### src/design/wgm_pkg.sv
// ----------------------------------------------------------------------------
// wgm_pkg
// Shared constants and cell control types for the glob wildcard matcher.
// ----------------------------------------------------------------------------
`default_nettype none

package wgm_pkg;

  localparam int PATTERN_MAX = 64;
  localparam int LEN_W       = $clog2(PATTERN_MAX + 1);

  localparam logic [7:0] SYM_ANY = 8'h3F;  // '?'
  localparam logic [7:0] SYM_RUN = 8'h2A;  // '*'

  localparam logic OP_PATTERN = 1'b0;
  localparam logic OP_TEXT    = 1'b1;

  // per-cell control, driven by the sequencer in the top level
  typedef struct packed {
    logic wr_en;    // store the current symbol in this cell
    logic adv_en;   // take the advanced live bit
    logic started;  // a text is in progress: use the held live bit
    logic act;      // cell index below the pattern length
    logic at_end;   // cell index equals the pattern length
  } wgm_cell_ctl_t;

  // per-cell observation of the end position
  typedef struct packed {
    logic adv_end;    // advanced live bit, if this is the end position
    logic start_end;  // start-of-text live bit, if this is the end position
  } wgm_cell_obs_t;

endpackage

`default_nettype wire

### src/design/wgm_cell.sv
// ----------------------------------------------------------------------------
// wgm_cell
// One pattern position: holds its pattern byte, its live bit and the
// all-stars-so-far prefix bit, and passes the closure carry to the right.
// ----------------------------------------------------------------------------
`default_nettype none

module wgm_cell (
  input  wire logic                   clk,
  input  wire wgm_pkg::wgm_cell_ctl_t ctl,
  input  wire logic [7:0]             symbol,
  input  wire logic                   carry_in,
  input  wire logic                   allstar_in,
  output logic                        carry_out,
  output logic                        allstar_out,
  output wgm_pkg::wgm_cell_obs_t      obs
);

  logic [7:0] pat_r;
  logic       allstar_r;
  logic       live_r;
  logic       live_nxt;
  logic       is_star;
  logic       hit;
  logic       start_bit;
  logic       cur;

  assign is_star   = (pat_r == wgm_pkg::SYM_RUN);
  assign hit       = (pat_r == wgm_pkg::SYM_ANY) || (pat_r == symbol);
  // position is live at text start when every earlier pattern byte is a star
  assign start_bit = allstar_in & (ctl.act | ctl.at_end);
  assign cur       = ctl.started ? live_r : start_bit;

  // a star keeps its own position live, then closes onward
  assign live_nxt  = carry_in | (cur & is_star & ctl.act);
  assign carry_out = (cur & ctl.act & hit) | (live_nxt & is_star & ctl.act);

  assign allstar_out   = allstar_r;
  assign obs.adv_end   = live_nxt & ctl.at_end;
  assign obs.start_end = start_bit & ctl.at_end;

  always_ff @(posedge clk) begin
    if (ctl.wr_en) begin
      pat_r     <= symbol;
      allstar_r <= allstar_in & (symbol == wgm_pkg::SYM_RUN);
    end
    if (ctl.adv_en) begin
      live_r <= live_nxt;
    end
  end

endmodule

`default_nettype wire

### src/design/wildcard_glob_matcher_core.sv
// ----------------------------------------------------------------------------
// wildcard_glob_matcher_core
// Glob matcher: loads a pattern of up to PATTERN_MAX bytes into a row of
// cells, then streams text bytes through the live-position vector.
// ----------------------------------------------------------------------------
//
//   channel | ports                                             | direction
//   --------+---------------------------------------------------+----------
//   input   | in_valid/in_ready, operation, symbol, last, empty | in
//   result  | out_valid/out_ready, matched, pattern_overflow    | out
//
// One beat is taken per cycle, pattern or text, while in_ready is high.
// The figure is set by the closure carry, a single-bit ripple through the
// row of cells, which settles within the cycle of the text beat.
// A result is registered the cycle after the last text beat (or empty text).
// The input stays open while a result waits, as long as out_ready is high or
// the result register is empty. Reset clears lengths, flags and valids; the
// pattern bytes and live bits need no reset.
// ----------------------------------------------------------------------------
`default_nettype none

module wildcard_glob_matcher_core (
  input  wire logic       clk,
  input  wire logic       rst_n,
  input  wire logic       in_valid,
  output logic            in_ready,
  input  wire logic       in_operation,
  input  wire logic [7:0] in_symbol,
  input  wire logic       in_last,
  input  wire logic       in_empty_req,
  output logic            out_valid,
  input  wire logic       out_ready,
  output logic            out_matched,
  output logic            out_pattern_overflow
);

  localparam int MAX = wgm_pkg::PATTERN_MAX;
  localparam int LW  = wgm_pkg::LEN_W;

  // control state
  logic [LW-1:0] len_r, len_nxt;
  logic          loading_r, loading_nxt;
  logic          started_r, started_nxt;
  logic          ovf_r, ovf_nxt;
  logic          out_valid_r, out_valid_nxt;
  logic          out_matched_r, out_matched_nxt;
  logic          out_ovf_r, out_ovf_nxt;

  logic          in_accept;
  logic          pat_beat;
  logic          txt_beat;
  logic          pat_wr;
  logic [LW-1:0] base_len;
  logic          end_full;
  logic          adv_match;
  logic          start_match;

  // chain between cells: carry and all-stars prefix, one entry per position
  logic [MAX:0]            carry;
  logic [MAX:0]            allstar;
  wgm_pkg::wgm_cell_ctl_t  ctl   [MAX];
  wgm_pkg::wgm_cell_obs_t  obs   [MAX];
  logic [MAX-1:0]          adv_end_v;
  logic [MAX-1:0]          start_end_v;

  assign in_ready  = !out_valid_r || out_ready;
  assign in_accept = in_valid && in_ready;
  assign pat_beat  = in_accept && (in_operation == wgm_pkg::OP_PATTERN);
  assign txt_beat  = in_accept && (in_operation == wgm_pkg::OP_TEXT);

  // a pattern beat outside a load starts a fresh pattern
  assign base_len = loading_r ? len_r : '0;
  assign pat_wr   = pat_beat && !in_empty_req && (base_len < LW'(MAX));

  assign carry[0]   = 1'b0;
  assign allstar[0] = 1'b1;

  for (genvar i = 0; i < MAX; i++) begin : g_cell
    assign ctl[i].wr_en   = pat_wr && (base_len == LW'(i));
    assign ctl[i].adv_en  = txt_beat && !in_empty_req;
    assign ctl[i].started = started_r;
    assign ctl[i].act     = (len_r > LW'(i));
    assign ctl[i].at_end  = (len_r == LW'(i));

    wgm_cell u_cell (
      .clk         (clk),
      .ctl         (ctl[i]),
      .symbol      (in_symbol),
      .carry_in    (carry[i]),
      .allstar_in  (allstar[i]),
      .carry_out   (carry[i+1]),
      .allstar_out (allstar[i+1]),
      .obs         (obs[i])
    );

    assign adv_end_v[i]   = obs[i].adv_end;
    assign start_end_v[i] = obs[i].start_end;
  end

  // the end position past the last cell is seen only on a full store
  assign end_full    = (len_r == LW'(MAX));
  assign adv_match   = (|adv_end_v) | (carry[MAX] & end_full);
  assign start_match = (|start_end_v) | (allstar[MAX] & end_full);

  always_comb begin
    len_nxt         = len_r;
    loading_nxt     = loading_r;
    started_nxt     = started_r;
    ovf_nxt         = ovf_r;
    out_valid_nxt   = out_valid_r && !out_ready;
    out_matched_nxt = out_matched_r;
    out_ovf_nxt     = out_ovf_r;

    if (pat_beat) begin
      // a pattern beat abandons any text in progress
      started_nxt = 1'b0;
      if (in_empty_req) begin
        len_nxt     = '0;
        ovf_nxt     = 1'b0;
        loading_nxt = 1'b0;
      end else begin
        ovf_nxt     = loading_r ? ovf_r : 1'b0;
        if (pat_wr) begin
          len_nxt = base_len + LW'(1);
        end else begin
          len_nxt = base_len;
          ovf_nxt = 1'b1;
        end
        loading_nxt = !in_last;
      end
    end else if (txt_beat) begin
      loading_nxt = 1'b0;
      if (in_empty_req) begin
        started_nxt     = 1'b0;
        out_valid_nxt   = 1'b1;
        out_matched_nxt = start_match;
        out_ovf_nxt     = ovf_r;
      end else if (in_last) begin
        started_nxt     = 1'b0;
        out_valid_nxt   = 1'b1;
        out_matched_nxt = adv_match;
        out_ovf_nxt     = ovf_r;
      end else begin
        started_nxt = 1'b1;
      end
    end
  end

  always_ff @(posedge clk) begin
    if (!rst_n) begin
      len_r       <= '0;
      loading_r   <= 1'b0;
      started_r   <= 1'b0;
      ovf_r       <= 1'b0;
      out_valid_r <= 1'b0;
    end else begin
      len_r       <= len_nxt;
      loading_r   <= loading_nxt;
      started_r   <= started_nxt;
      ovf_r       <= ovf_nxt;
      out_valid_r <= out_valid_nxt;
    end
    out_matched_r <= out_matched_nxt;
    out_ovf_r     <= out_ovf_nxt;
  end

  assign out_valid            = out_valid_r;
  assign out_matched          = out_matched_r;
  assign out_pattern_overflow = out_ovf_r;

`ifndef SYNTH
  // length never runs past the store
  a_len_bound: assert property (@(posedge clk) disable iff (!rst_n)
    len_r <= LW'(MAX))
    else $error("pattern length beyond store");

  // overflow only once the store is full
  a_ovf_full: assert property (@(posedge clk) disable iff (!rst_n)
    ovf_r |-> (len_r == LW'(MAX)))
    else $error("overflow flagged on a partial pattern");

  // a load and a text are never in progress together
  a_mode_excl: assert property (@(posedge clk) disable iff (!rst_n)
    !(started_r && loading_r))
    else $error("load and text both in progress");

  // an empty pattern beat leaves an empty, clean pattern
  a_empty_pat: assert property (@(posedge clk) disable iff (!rst_n)
    (pat_beat && in_empty_req) |=> (len_r == '0) && !ovf_r && !loading_r)
    else $error("empty pattern not cleared");

  // a fresh result follows only a text beat
  a_res_src: assert property (@(posedge clk) disable iff (!rst_n)
    (out_valid_r && !$past(out_valid_r && !out_ready)) |-> $past(txt_beat))
    else $error("result without a text beat");
`endif

endmodule

`default_nettype wire
### config.mk
export PLATFORM = sky130hd
export DESIGN_NAME = wildcard_glob_matcher_core
export DESIGN_NICKNAME = d
export VERILOG_FILES = /design/src/design/wgm_pkg.sv /design/src/design/wgm_cell.sv /design/src/design/wildcard_glob_matcher_core.sv
export SDC_FILE = /design/constraint.sdc
export NUM_CORES = 1
export LEC_CHECK = 0
export BUFFER_PORTS_ARGS = -buffer_cell sky130_fd_sc_hd__clkbuf_2
export CORE_UTILIZATION = 55
export CTS_CLUSTER_DIAMETER = 120
export DETAILED_ROUTE_END_ITERATION = 8
export PLACE_DENSITY = 0.67
export SLEW_MARGIN = 5
export SYNTH_ARGS = -nofsm -noshare
export SYNTH_HDL_FRONTEND = slang
export SYNTH_SLANG_ARGS = --single-unit
export TNS_END_PERCENT = 30
### constraint.sdc
create_clock -name clk -period 7 [get_ports clk]
set_input_delay 0.7 -clock clk [delete_from_list [all_inputs] [get_ports clk]]
set_output_delay 0.7 -clock clk [all_outputs]
set_load 0.05 [all_outputs]
======== Yosys cells after proc, flatten, opt, wreduce, memory -nomap -nowiden ========
Cells that the tools add are included.
storage, ports and cells
  register bits ........................... 653
  bits of input ports ..................... 15
  output and inout port bits .............. 4
  word-level logic and storage cells ...... 1654
cells by class
  add/sub/neg operators ................... 1
  magnitude comparators ................... 65
  eq/ne operators ......................... 321
  muxes and demuxes ....................... 83
  bitwise logic cells ..................... 836
  reductions and logical operators ........ 149
operator list
  operator                                             number
  equality test 8 x 6 -> 1 bit, second input constant  129
  AND 1 bit                                            640
  equality test 8 bit                                  64
  equality test 7 x 6 -> 1 bit, second input constant  64
  equality test 7 x 5 -> 1 bit, second input constant  32
  > comparator 7 x 6 -> 1 bit, second input constant   32
  bitwise OR 1 bit                                     193
  OR reduction 64 bit                                  2
  equality test 7 x 4 -> 1 bit, second input constant  16
  > comparator 7 x 5 -> 1 bit, second input constant   16
  2-to-1 mux 1 bit                                     80
  logical AND 1 bit                                    71
  logical OR 1 bit                                     65
  equality test 7 x 3 -> 1 bit, second input constant  8
  > comparator 7 x 4 -> 1 bit, second input constant   8
  equality test 7 x 2 -> 1 bit, second input constant  4
  > comparator 7 x 3 -> 1 bit, second input constant   4
  2-to-1 mux 7 bit                                     3
  equality test 7 x 1 -> 1 bit, second input constant  2
  > comparator 7 x 1 -> 1 bit, second input constant   2
  > comparator 7 x 2 -> 1 bit, second input constant   2
  logical NOT 7 bit                                    2
  adder 7 x 1 -> 7 bit, second input constant          1
  equality test 7 bit, second input constant           1
  other kinds (8)                                      14

======== Logic depth before layout (Yosys ltp) ========
Gate-level depths: netlist (run 1).
  depth in word-level cells ............... 264
  depth in mapped cells ................... 22
  mapped depth without buffers ............ 17

======== Hierarchy ========
Synthesis (run 1) repeated with hierarchy kept, for this count alone.
unflattened totals
  cells, all modules ...................... 2748
  area, all modules ....................... 35018.6 µm²
by module, submodules not included
  module                      times used  cells each  area each (µm²)  sequential area each (µm²)
  wgm_cell                    64          36          508.0            300.3
  wildcard_glob_matcher_core  1           444         2507.4           280.3

======== Least setup slack after synthesis (run 1) ========
OpenSTA, ideal clock, no wires.
  path type ............................... in2reg
  start point ............................. input in_symbol[3]
  end point ............................... register out_matched_r (netlist: out_matched), data pin
  library setup time ...................... 0.276 ns
  arrival time ............................ 4.263 ns
  data required time ...................... 6.724 ns
  path slack .............................. 2.462 ns
  stages .................................. 22
  buffers on the path ..................... 5
  cell sequence ........................... buf_4 buf_4 buf_4 buf_4 buf_4 xor2_1 nor4_1 nand2_1 o2bb2ai_1 o311ai_0 a2111oi_0 nand3_1 nor4_1 nand3_1 a211oi_1 nand3_1 nor3_1 nand4_1 a2111oi_0 nand3_1 a2111oi_0 a31oi_1
on the way
  cells in the longest elaborated chain, start to end .. 260
  elaborated cells on any way between the ends .. 513
  classes of those cells .................. 64 x eq/ne; 2 x mux; 382 x bitwise; 65 x reduce/logical
RTL lines
  element                  RTL line                           source
  start, declared          wildcard_glob_matcher_core.sv:28   input wire logic [7:0] in_symbol,
  equality test 8 bit      wgm_cell.sv:29                     assign hit = (pat_r == wgm_pkg::SYM_ANY) || (pat_r == symbol);
  logical OR 1 bit         wgm_cell.sv:29
  AND 1 bit                wgm_cell.sv:36                     assign carry_out = (cur & ctl.act & hit) | (live_nxt & is_star & ctl.act);
  bitwise OR 1 bit         wgm_cell.sv:36
  bitwise OR 1 bit         wgm_cell.sv:35                     assign live_nxt = carry_in | (cur & is_star & ctl.act);
  AND 1 bit (2 in series)  wgm_cell.sv:36
  bitwise OR 1 bit         wgm_cell.sv:36
  bitwise OR 1 bit         wgm_cell.sv:35
  [242 not listed]         n/a
  bitwise OR 1 bit         wgm_cell.sv:36
  bitwise OR 1 bit         wgm_cell.sv:35
  AND 1 bit (2 in series)  wgm_cell.sv:36
  bitwise OR 1 bit         wgm_cell.sv:36
  AND 1 bit                wildcard_glob_matcher_core.sv:102  assign adv_match = (|adv_end_v) | (carry[MAX] & end_full);
  bitwise OR 1 bit *       wildcard_glob_matcher_core.sv:102
  2-to-1 mux 1 bit *       wildcard_glob_matcher_core.sv:138  end else if (in_last) begin
  2-to-1 mux 1 bit *       wildcard_glob_matcher_core.sv:133  if (in_empty_req) begin
  end signal, assigned     wildcard_glob_matcher_core.sv:163  out_matched_r <= out_matched_nxt;
  end, declared            wildcard_glob_matcher_core.sv:46   logic out_matched_r, out_matched_nxt;
Every way passes the cells marked *; elsewhere a longest branch is shown, timed or not. The select of a mux whose other input is x is not followed.
A chain may end at the register's enable or synchronous reset.

======== Worst setup path after layout (run 1) ========
  start point ............................. register len_r[2]
  end point ............................... register out_matched_r (netlist: out_matched), data pin
on the way
  cells in the longest elaborated chain, start to end .. 264
  elaborated cells on any way between the ends .. 967
  classes of those cells .................. 64 x order compare; 64 x eq/ne; 66 x mux; 770 x bitwise; 3 x reduce/logical
RTL lines
  element                                                           RTL line                                                            source
  start, declared                                                   wildcard_glob_matcher_core.sv:41                                    logic [LW-1:0] len_r, len_nxt;
  start signal, assigned                                            wildcard_glob_matcher_core.sv:157                                   len_r <= len_nxt;
  > comparator 7 x 1 -> 1 bit or logical NOT 7 bit (tied branches)  wildcard_glob_matcher_core.sv:82, wildcard_glob_matcher_core.sv:83
  bitwise OR 1 bit                                                  wgm_cell.sv:31                                                      assign start_bit = allstar_in & (ctl.act | ctl.at_end);
  2-to-1 mux 1 bit                                                  wgm_cell.sv:32                                                      assign cur = ctl.started ? live_r : start_bit;
  AND 1 bit (2 in series)                                           wgm_cell.sv:35
  AND 1 bit (2 in series)                                           wgm_cell.sv:36
  bitwise OR 1 bit                                                  wgm_cell.sv:36
  bitwise OR 1 bit                                                  wgm_cell.sv:35
  AND 1 bit (2 in series)                                           wgm_cell.sv:36
  [244 not listed]                                                  n/a
  bitwise OR 1 bit                                                  wgm_cell.sv:36
  bitwise OR 1 bit                                                  wgm_cell.sv:35
  AND 1 bit (2 in series)                                           wgm_cell.sv:36
  bitwise OR 1 bit                                                  wgm_cell.sv:36
  AND 1 bit                                                         wildcard_glob_matcher_core.sv:102
  bitwise OR 1 bit                                                  wildcard_glob_matcher_core.sv:102
  2-to-1 mux 1 bit                                                  wildcard_glob_matcher_core.sv:138
  2-to-1 mux 1 bit *                                                wildcard_glob_matcher_core.sv:133
Marks and branches as above.

==> results.py, run 1 <==
metrics = {
    "status": {
        "status": "finished, final reports clean",
    },
    "power": {
        "peakVddDrop_mv": 0.223,
        "power_density_nw_per_um2": 221,
        "p_leak_nw": 12.1,
        "finalPower_mw": 8.53,
    },
    "synthesis": {
        "syn_nets": 2988,
        "synth_flop_cell": "edfxtp_1",
        "synth_mux_area_share_pct": 1.87,
        "yosys_warnings": 0,
        "synth_commonest_cells": "edfxtp_1, xnor2_1, nor2_1",
        "postSynthAreaPerCell_um2": 11.8,
        "synthAdderAreaFrac_pct": 0.143,
        "synth_top_area_cell": "edfxtp_1",
        "synth_top_family_by_area": "simple AND/OR/NAND/NOR gates",
        "postSynth.asyncResetShare_pct": 0,
        "synth_top_area_share_pct": 55.2,
        "ys_types": 106,
        "ys_seq_area_share_pct": 55.8,
        "synth_xor_area_share_pct": 12.9,
        "synth_compound_area_share_pct": 8.92,
        "synthCells": 2969,
        "synth.cell_area_um2": 34900,
        "synth-edff-count": 642,
        "ys_seq_elements": 653,
        "synth_most_common_cell": "edfxtp_1",
        "synth-simple-area-share_pct": 17.7,
        "ys_top_cells_by_area": "edfxtp_1, xnor2_1, xor2_1",
    },
    "route": {
        "avgRoutedWirePerCell_um": 28.5,
        "vias_per_cell": 6.54,
        "dr_total_vias": 25800,
        "drt-pass1-iter-count": 6,
        "drt_iter0_drc": 3038,
        "wirelength_um": 112000,
        "ant_nets": 0,
        "drc": 0,
    },
    "clock_network": {
        "cts_made_buffers": 71,
        "cts_sinks": 653,
        "clk_pin_slew_ns": 0.06,
        "clk_latency_ns": 0.63,
        "cts_root_buf": "clkbuf_16",
        "htreeDepth": 3,
        "cts_tree": "done",
        "postCtsHoldBufs": 0,
        "clock_path_buffers": 3,
    },
    "global_routing": {
        "grt_pass1_wl_um": 164000,
        "grt_max_degree": 65,
        "grt_usage_pct": 35.2,
        "antenna_found_initial": 4,
        "first_global_vias": 24600,
        "grt-ovfl-total": 0,
    },
    "timing": {
        "finalSetupTns_ns": 0,
        "min_period_over_period_pct": 96.0,
        "worstMarginPinSlew_ns": 1.15,
        "skew_ns": 0.0241,
        "final_hold_viol_count": 0,
        "slew_headroom_pct": 22.7,
        "setup_violations": 0,
        "rsz0062_at_grt": "false",
        "period_needed_ns": 6.72,
        "max_freq_mhz": 149,
        "drv_slew": 0,
        "setup_slack_ns": 0.278,
    },
    "setup_path": {
        "end_kind": "register",
        "cp_max_fo": 20,
        "cpLargestDelayFamily": "simple AND/OR/NAND/NOR gates",
        "critPathArrivalTime_ns": 7.07,
        "crit_top_cell": "nand3_1",
        "crit_path_top_delay_cell": "nor2b_1",
        "worstSetupStartpointType": "register",
        "cp.required_ns": 7.35,
        "cpPeakStageDelay_ns": 0.72,
        "critPathKind": "register to register",
        "critical_path_buf_inv_count": 1,
        "crit_path_cell_trace": "nor2b_1 -> nand2_1 -> o21ai_0 -> nand3b_1 -> a21oi_1 -> nor2_1 -> o2111ai_1 -> a2111oi_1 -> nand3_1 -> a211oi_1 -> nand3_1 -> nor3_1 -> nand4_1 -> a2111oi_0 -> buf_4 -> nand3_1 -> a2111oi_0 -> a31oi_1",
    },
    "final_layout": {
        "final_layout_size_suffix_gt1_share_pct": 11.0,
        "areaGrowthSynthToFinish_pct": 10.5,
        "fin_util_pct": 62.0,
        "antenna_cells": 0,
        "nNetsFinal": 3067,
        "final_area_um2": 38600,
    },
    "die": {
        "die_w_um": 254,
        "boundaryPins": 19,
        "start_util_pct": 56.2,
        "rows": 91,
        "die_area_um2": 64500,
        "die_h_um": 254,
        "core-area_um2": 62200,
    },
    "flow_run": {
        "maxCapViolations": 0,
    },
    "placed_design": {
        "hpwl_um": 81900,
        "place_area_um2": 36200,
        "post-place-ws_ns": 0.285,
        "place_congestion": 1.06,
        "io_buffers": 18,
    },
    "worst_hold_path": {
        "hold_path.class": "input pin to register",
    },
}
-- kinds of logic after synthesis --
logic type               count (synthesis)
AND/OR/NAND/NOR                       1142
multiplexers                            62
XOR/XNOR                               513
flip-flops                             653
buffers and inverters                  156
adder cells (fa/ha/maj)                  4
AO/OA/AOI/OAI                          439
-- per-stage QoR --
step	std cells	hold slack, ns
after floorplan	2969	0.409
after global placement	3812	0.430
after detailed placement	3812	0.437
after CTS	3941	0.392
after global routing	3941	0.458
final	3941	0.429
-- where the power goes --
group	internal, mW	switching [mW]
logic	0.155	0.263
registers	4.29	0.0165
clock network	2.25	1.56
total	6.70	1.84
-- placed cells by master (no fill, tap or decap), types with 83 or more instances in the layout --
cell,n
edfxtp_1,642
xnor2_1,354
nor2_1,215
nand2_1,166
xor2_1,159
nand4_1,138
nand3_1,130
buf_4,105
nor3_1,104
and2_1,83
-- worst reg2reg max path, stage by stage (launching register included) --
cell and delay [ns]:
dfxtp_2 0.47, nor2b_1 0.73, nand2_1 0.63, o21ai_0 0.54, nand3b_1 0.36, a21oi_1 0.14, nor2_1 0.41, o2111ai_1 0.22
a2111oi_1 0.61, nand3_1 0.19, a211oi_1 0.45, nand3_1 0.14, nor3_1 0.20, nand4_1 0.15, a2111oi_0 0.39, buf_4 0.20
nand3_1 0.10, a2111oi_0 0.40, a31oi_1 0.13
-- layout make-up --
class                   count  area [µm²]
repair buffers            129        1050
flip-flops and latches    653       19500
clock inverters            44         474
multi-input cells        2160       14500
clock buffers              85        1870
well taps                 837        1050
fillers                  4991       23600
inverters                  33         124
-- what timing repair did --
item,CTS,global route
endpoints found under the hold margin,0,0
resized for setup,0,2
setup buffers,0,0
endpoints found under the setup margin,0,1
-- worst paths after layout --
kind / from / endpoint / slack [ns] / cells after the start
worst min-delay path: rst_n / ovf_r$_SDFFE_PN0P_ / 0.43 / 3
worst max-delay path: len_r[2]$_SDFFE_PN0P_ / out_matched$_DFFE_PP_ / 0.28 / 18
worst max register to register: len_r[2]$_SDFFE_PN0P_ / out_matched$_DFFE_PP_ / 0.28 / 18
worst min register to register: ovf_r$_SDFFE_PN0P_ / out_pattern_overflow$_DFFE_PP_ / 0.46 / 0
-- flip-flops by register name (all words and copies together), names as in the netlist --
signal,flops
loading_r,1
g_cell.u_cell.live_r,64
len_r,7
out_pattern_overflow,1
out_matched,1
started_r,1
out_valid,1
g_cell.u_cell.pat_r,512
ovf_r,1
g_cell.u_cell.allstar_out,64
-- metal layers --
layer / part of all wire [%] / vias to the layer above / global-route usage (%)
li1: - / 11400 / -
met1: 42 / 12900 / 49.2
met2: 45 / 1249 / 53.3
met3: 8.6 / 277 / 6.62
met4: 4.7 / 4 / 16.1
met5: 0.024 / - / 0
(Power assumes the default switching activity.)
==> run 2: changes to the inputs <==
--- a/config.mk
+++ b/config.mk
@@ -8,10 +8,12 @@
 export BUFFER_PORTS_ARGS = -buffer_cell sky130_fd_sc_hd__clkbuf_2
 export CORE_UTILIZATION = 55
 export CTS_CLUSTER_DIAMETER = 120
+export CTS_CLUSTER_SIZE = 40
 export DETAILED_ROUTE_END_ITERATION = 8
 export PLACE_DENSITY = 0.67
-export SLEW_MARGIN = 5
+export SLEW_MARGIN = 20
 export SYNTH_ARGS = -nofsm -noshare
 export SYNTH_HDL_FRONTEND = slang
+export SYNTH_HIERARCHICAL = 1
 export SYNTH_SLANG_ARGS = --single-unit
 export TNS_END_PERCENT = 30
==> results.py, run 2 <==
metrics = {
    "die": {
        "die_area_um2": 64700,
        "boundaryPins": 19,
        "start_util_pct": 55.6,
        "die_w_um": 254,
        "core-area_um2": 63000,
        "rows": 92,
        "die_h_um": 254,
    },
    "route": {
        "drt_iter0_drc": 2168,
        "ant_nets": 0,
        "dr_total_vias": 25300,
        "vias_per_cell": 6.26,
        "drc": 0,
        "wirelength_um": 102000,
        "drt-pass1-iter-count": 5,
        "avgRoutedWirePerCell_um": 25.2,
    },
    "clock_network": {
        "clk_pin_slew_ns": 0.16,
        "cts_sinks": 653,
        "clock_path_buffers": 3,
        "clk_latency_ns": 0.63,
        "htreeDepth": 1,
        "postCtsHoldBufs": 0,
        "cts_made_buffers": 20,
        "cts_root_buf": "clkbuf_16",
        "cts_tree": "done",
    },
    "timing": {
        "period_needed_ns": 22.80,
        "max_freq_mhz": 43.9,
        "skew_ns": 0.0533,
        "setup_violations": 47,
        "slew_headroom_pct": 26.6,
        "final_hold_viol_count": 0,
        "drv_slew": 0,
        "rsz0062_at_grt": "true",
        "setup_slack_ns": -15.80,
        "min_period_over_period_pct": 326,
        "worstMarginPinSlew_ns": 1.10,
        "holdWs_ns": 0.437,
    },
    "synthesis": {
        "ys_top_cells_by_area": "edfxtp_1, xnor2_1, mux2_4",
        "synth_most_common_cell": "edfxtp_1",
        "yosys_warnings": 6,
        "synth_top_area_cell": "edfxtp_1",
        "synthCells": 2748,
        "postSynth.asyncResetShare_pct": 0,
        "synth.cell_area_um2": 35000,
        "ys_seq_elements": 653,
        "postSynthAreaPerCell_um2": 12.7,
        "ys_seq_area_share_pct": 55.7,
        "synth_top_area_share_pct": 55.1,
        "synth-edff-count": 642,
        "synth_flop_cell": "edfxtp_1",
        "ys_types": 60,
        "synth_commonest_cells": "edfxtp_1, xnor2_1, nor2_1",
    },
    "flow_run": {
        "maxCapViolations": 0,
    },
    "setup_path": {
        "cp_max_fo": 3,
        "crit_top_cell": "a21oi_2",
        "worstSetupStartpointType": "register",
        "cpPeakStageDelay_ns": 0.43,
        "ff2ff_path_depth": 135,
        "r2r_setup_slack_ns": -15.80,
        "cp.required_ns": 7.40,
        "crit_path_top_delay_cell": "edfxtp_1",
        "r2r_end": "out_matched$_DFFE_PP_",
        "critPathKind": "register to register",
        "end_kind": "register",
        "critPathArrivalTime_ns": 23.19,
        "r2r_start": "g_cell[0].u_cell/pat_r[2]$_DFFE_PP_",
    },
    "global_routing": {
        "grt-ovfl-total": 0,
        "grt_usage_pct": 31.1,
        "antenna_found_initial": 5,
        "grt_max_degree": 72,
        "first_global_vias": 25100,
        "grt_pass1_wl_um": 152000,
    },
    "placed_design": {
        "post-place-ws_ns": -15.47,
        "placed_cells": 3980,
        "hpwl_um": 71000,
        "place_congestion": 0.970,
        "io_buffers": 18,
        "place_area_um2": 39200,
    },
    "final_layout": {
        "multi_input_area_um2": 15500,
        "areaGrowthSynthToFinish_pct": 14.8,
        "final_cell_mix": "edfxtp_1, xnor2_1, buf_4",
        "final_layout_size_suffix_gt1_share_pct": 23.9,
        "seq_area_um2": 19500,
        "nNetsFinal": 3203,
        "fill_cells": 4827,
        "finalNonFillerCells": 4046,
        "largest_register_ffs": 512,
        "top_register": "g_cell.u_cell/pat_r",
        "final_area_um2": 40200,
        "final_common_cell": "edfxtp_1",
    },
    "status": {
        "failed_checks": "setup timing",
        "status": "finished with violations",
    },
    "power": {
        "p_clk_share_pct": 26.7,
        "pwr-share-seq_pct": 65.4,
        "power.share.switching_pct": 22.6,
        "p_switching_mw": 1.48,
        "finalPower_mw": 6.56,
        "combPwrFrac_pct": 7.9,
        "intPower_mw": 5.08,
        "power_density_nw_per_um2": 163,
        "peakVddDrop_mv": 0.182,
        "p_leak_nw": 13.8,
    },
    "worst_hold_path": {
        "hold_path.class": "input pin to register",
        "min_to": "len_r[4]$_SDFFE_PN0P_",
        "holdPathStages": 2,
        "hp-start": "rst_n",
    },
}
[run 2: cell count changes after synthesis, moves of 88 or more]
cell / delta
nand2_1: -118
xnor2_1: +158
nand3_1: -116
xor2_1: -159
and3_1: +94
nor3_1: -88
[run 2: timing repair]
| item | in CTS | in global routing |
|---|---|---|
| resized for setup | 10 | 67 |
| setup buffers | 14 | 16 |
| pin swaps | 0 | 5 |
| setup endpoints to repair | 47 | 49 |
[run 2: power by group through the flow]
stage / Clock (mW) / Combinational, mW / Sequential [mW]
after global routing: 1.89 / 0.550 / 4.29
final: 1.75 / 0.520 / 4.29
after global placement: 0 / 0.506 / 4.38
after detailed placement: 0 / 0.512 / 4.38
after floorplan: 0 / 0.221 / 4.39
after CTS: 1.78 / 0.515 / 4.29
[run 2: stage by stage]
step | utilization, % | setup TNS [ns]
global route | 63.8 | -408.43
detailed placement | 62.2 | -360.35
finish | 63.8 | -369.02
CTS | 63.4 | -351.69
global placement | 62.2 | -363.74
floorplan | - | -303.90
[run 2: cell families after synthesis]
kind of cell | after synthesis | share of synthesized area [%]
buf+inv | 47 | 0.625
compound gates | 305 | 5.66
mux | 64 | 2.74
simple gates | 1161 | 22.3
other cells | 2 | 0.0214
fa+ha+maj | 4 | 0.143
xor+xnor | 512 | 12.8
flops | 653 | 55.7
[run 2: worst max-delay path: cells and delay by family, from the launching register on]
kind,cells,cell delay [ns]
and+or+nand+nor,69,14.53
AOI/OAI and AO/OA,66,7.58
DFF,1,0.43
[run 2: cell type report]
type	count	share of cell area, %
Antenna cell	2	0.0124
Clock buffer	33	1.47
Clock inverter	3	0.0747
Inverter	13	0.121
Multi-Input combinational cell	2051	38.6
Sequential cell	653	48.5
Tap cell	846	2.63
Timing Repair Buffer	445	8.57
[run 2: how the worst max path moves through the flow]
stage,from,endpoint,slack (ns),cells past startpoint
floorplan,started_r$_SDFFE_PP0P_,out_matched$_DFFE_PP_,-13.59,134
global placement,in_symbol[7],out_matched$_DFFE_PP_,-15.61,136
detailed placement,in_symbol[7],out_matched$_DFFE_PP_,-15.47,136
CTS,g_cell[0].u_cell/pat_r[2]$_DFFE_PP_,out_matched$_DFFE_PP_,-15.35,135
global route,g_cell[0].u_cell/pat_r[2]$_DFFE_PP_,out_matched$_DFFE_PP_,-17.11,135
finish,g_cell[0].u_cell/pat_r[2]$_DFFE_PP_,out_matched$_DFFE_PP_,-15.80,135
[run 2: routing by layer]
metal / track usage [%] / share of wire (%) / vias to the layer above
li1: - / - / 11400
met1: 43.5 / 42 / 12800
met2: 49.6 / 46 / 971
met3: 4.44 / 7.5 / 210
met4: 11.2 / 3.7 / 6
met5: 0 / 0.036 / -
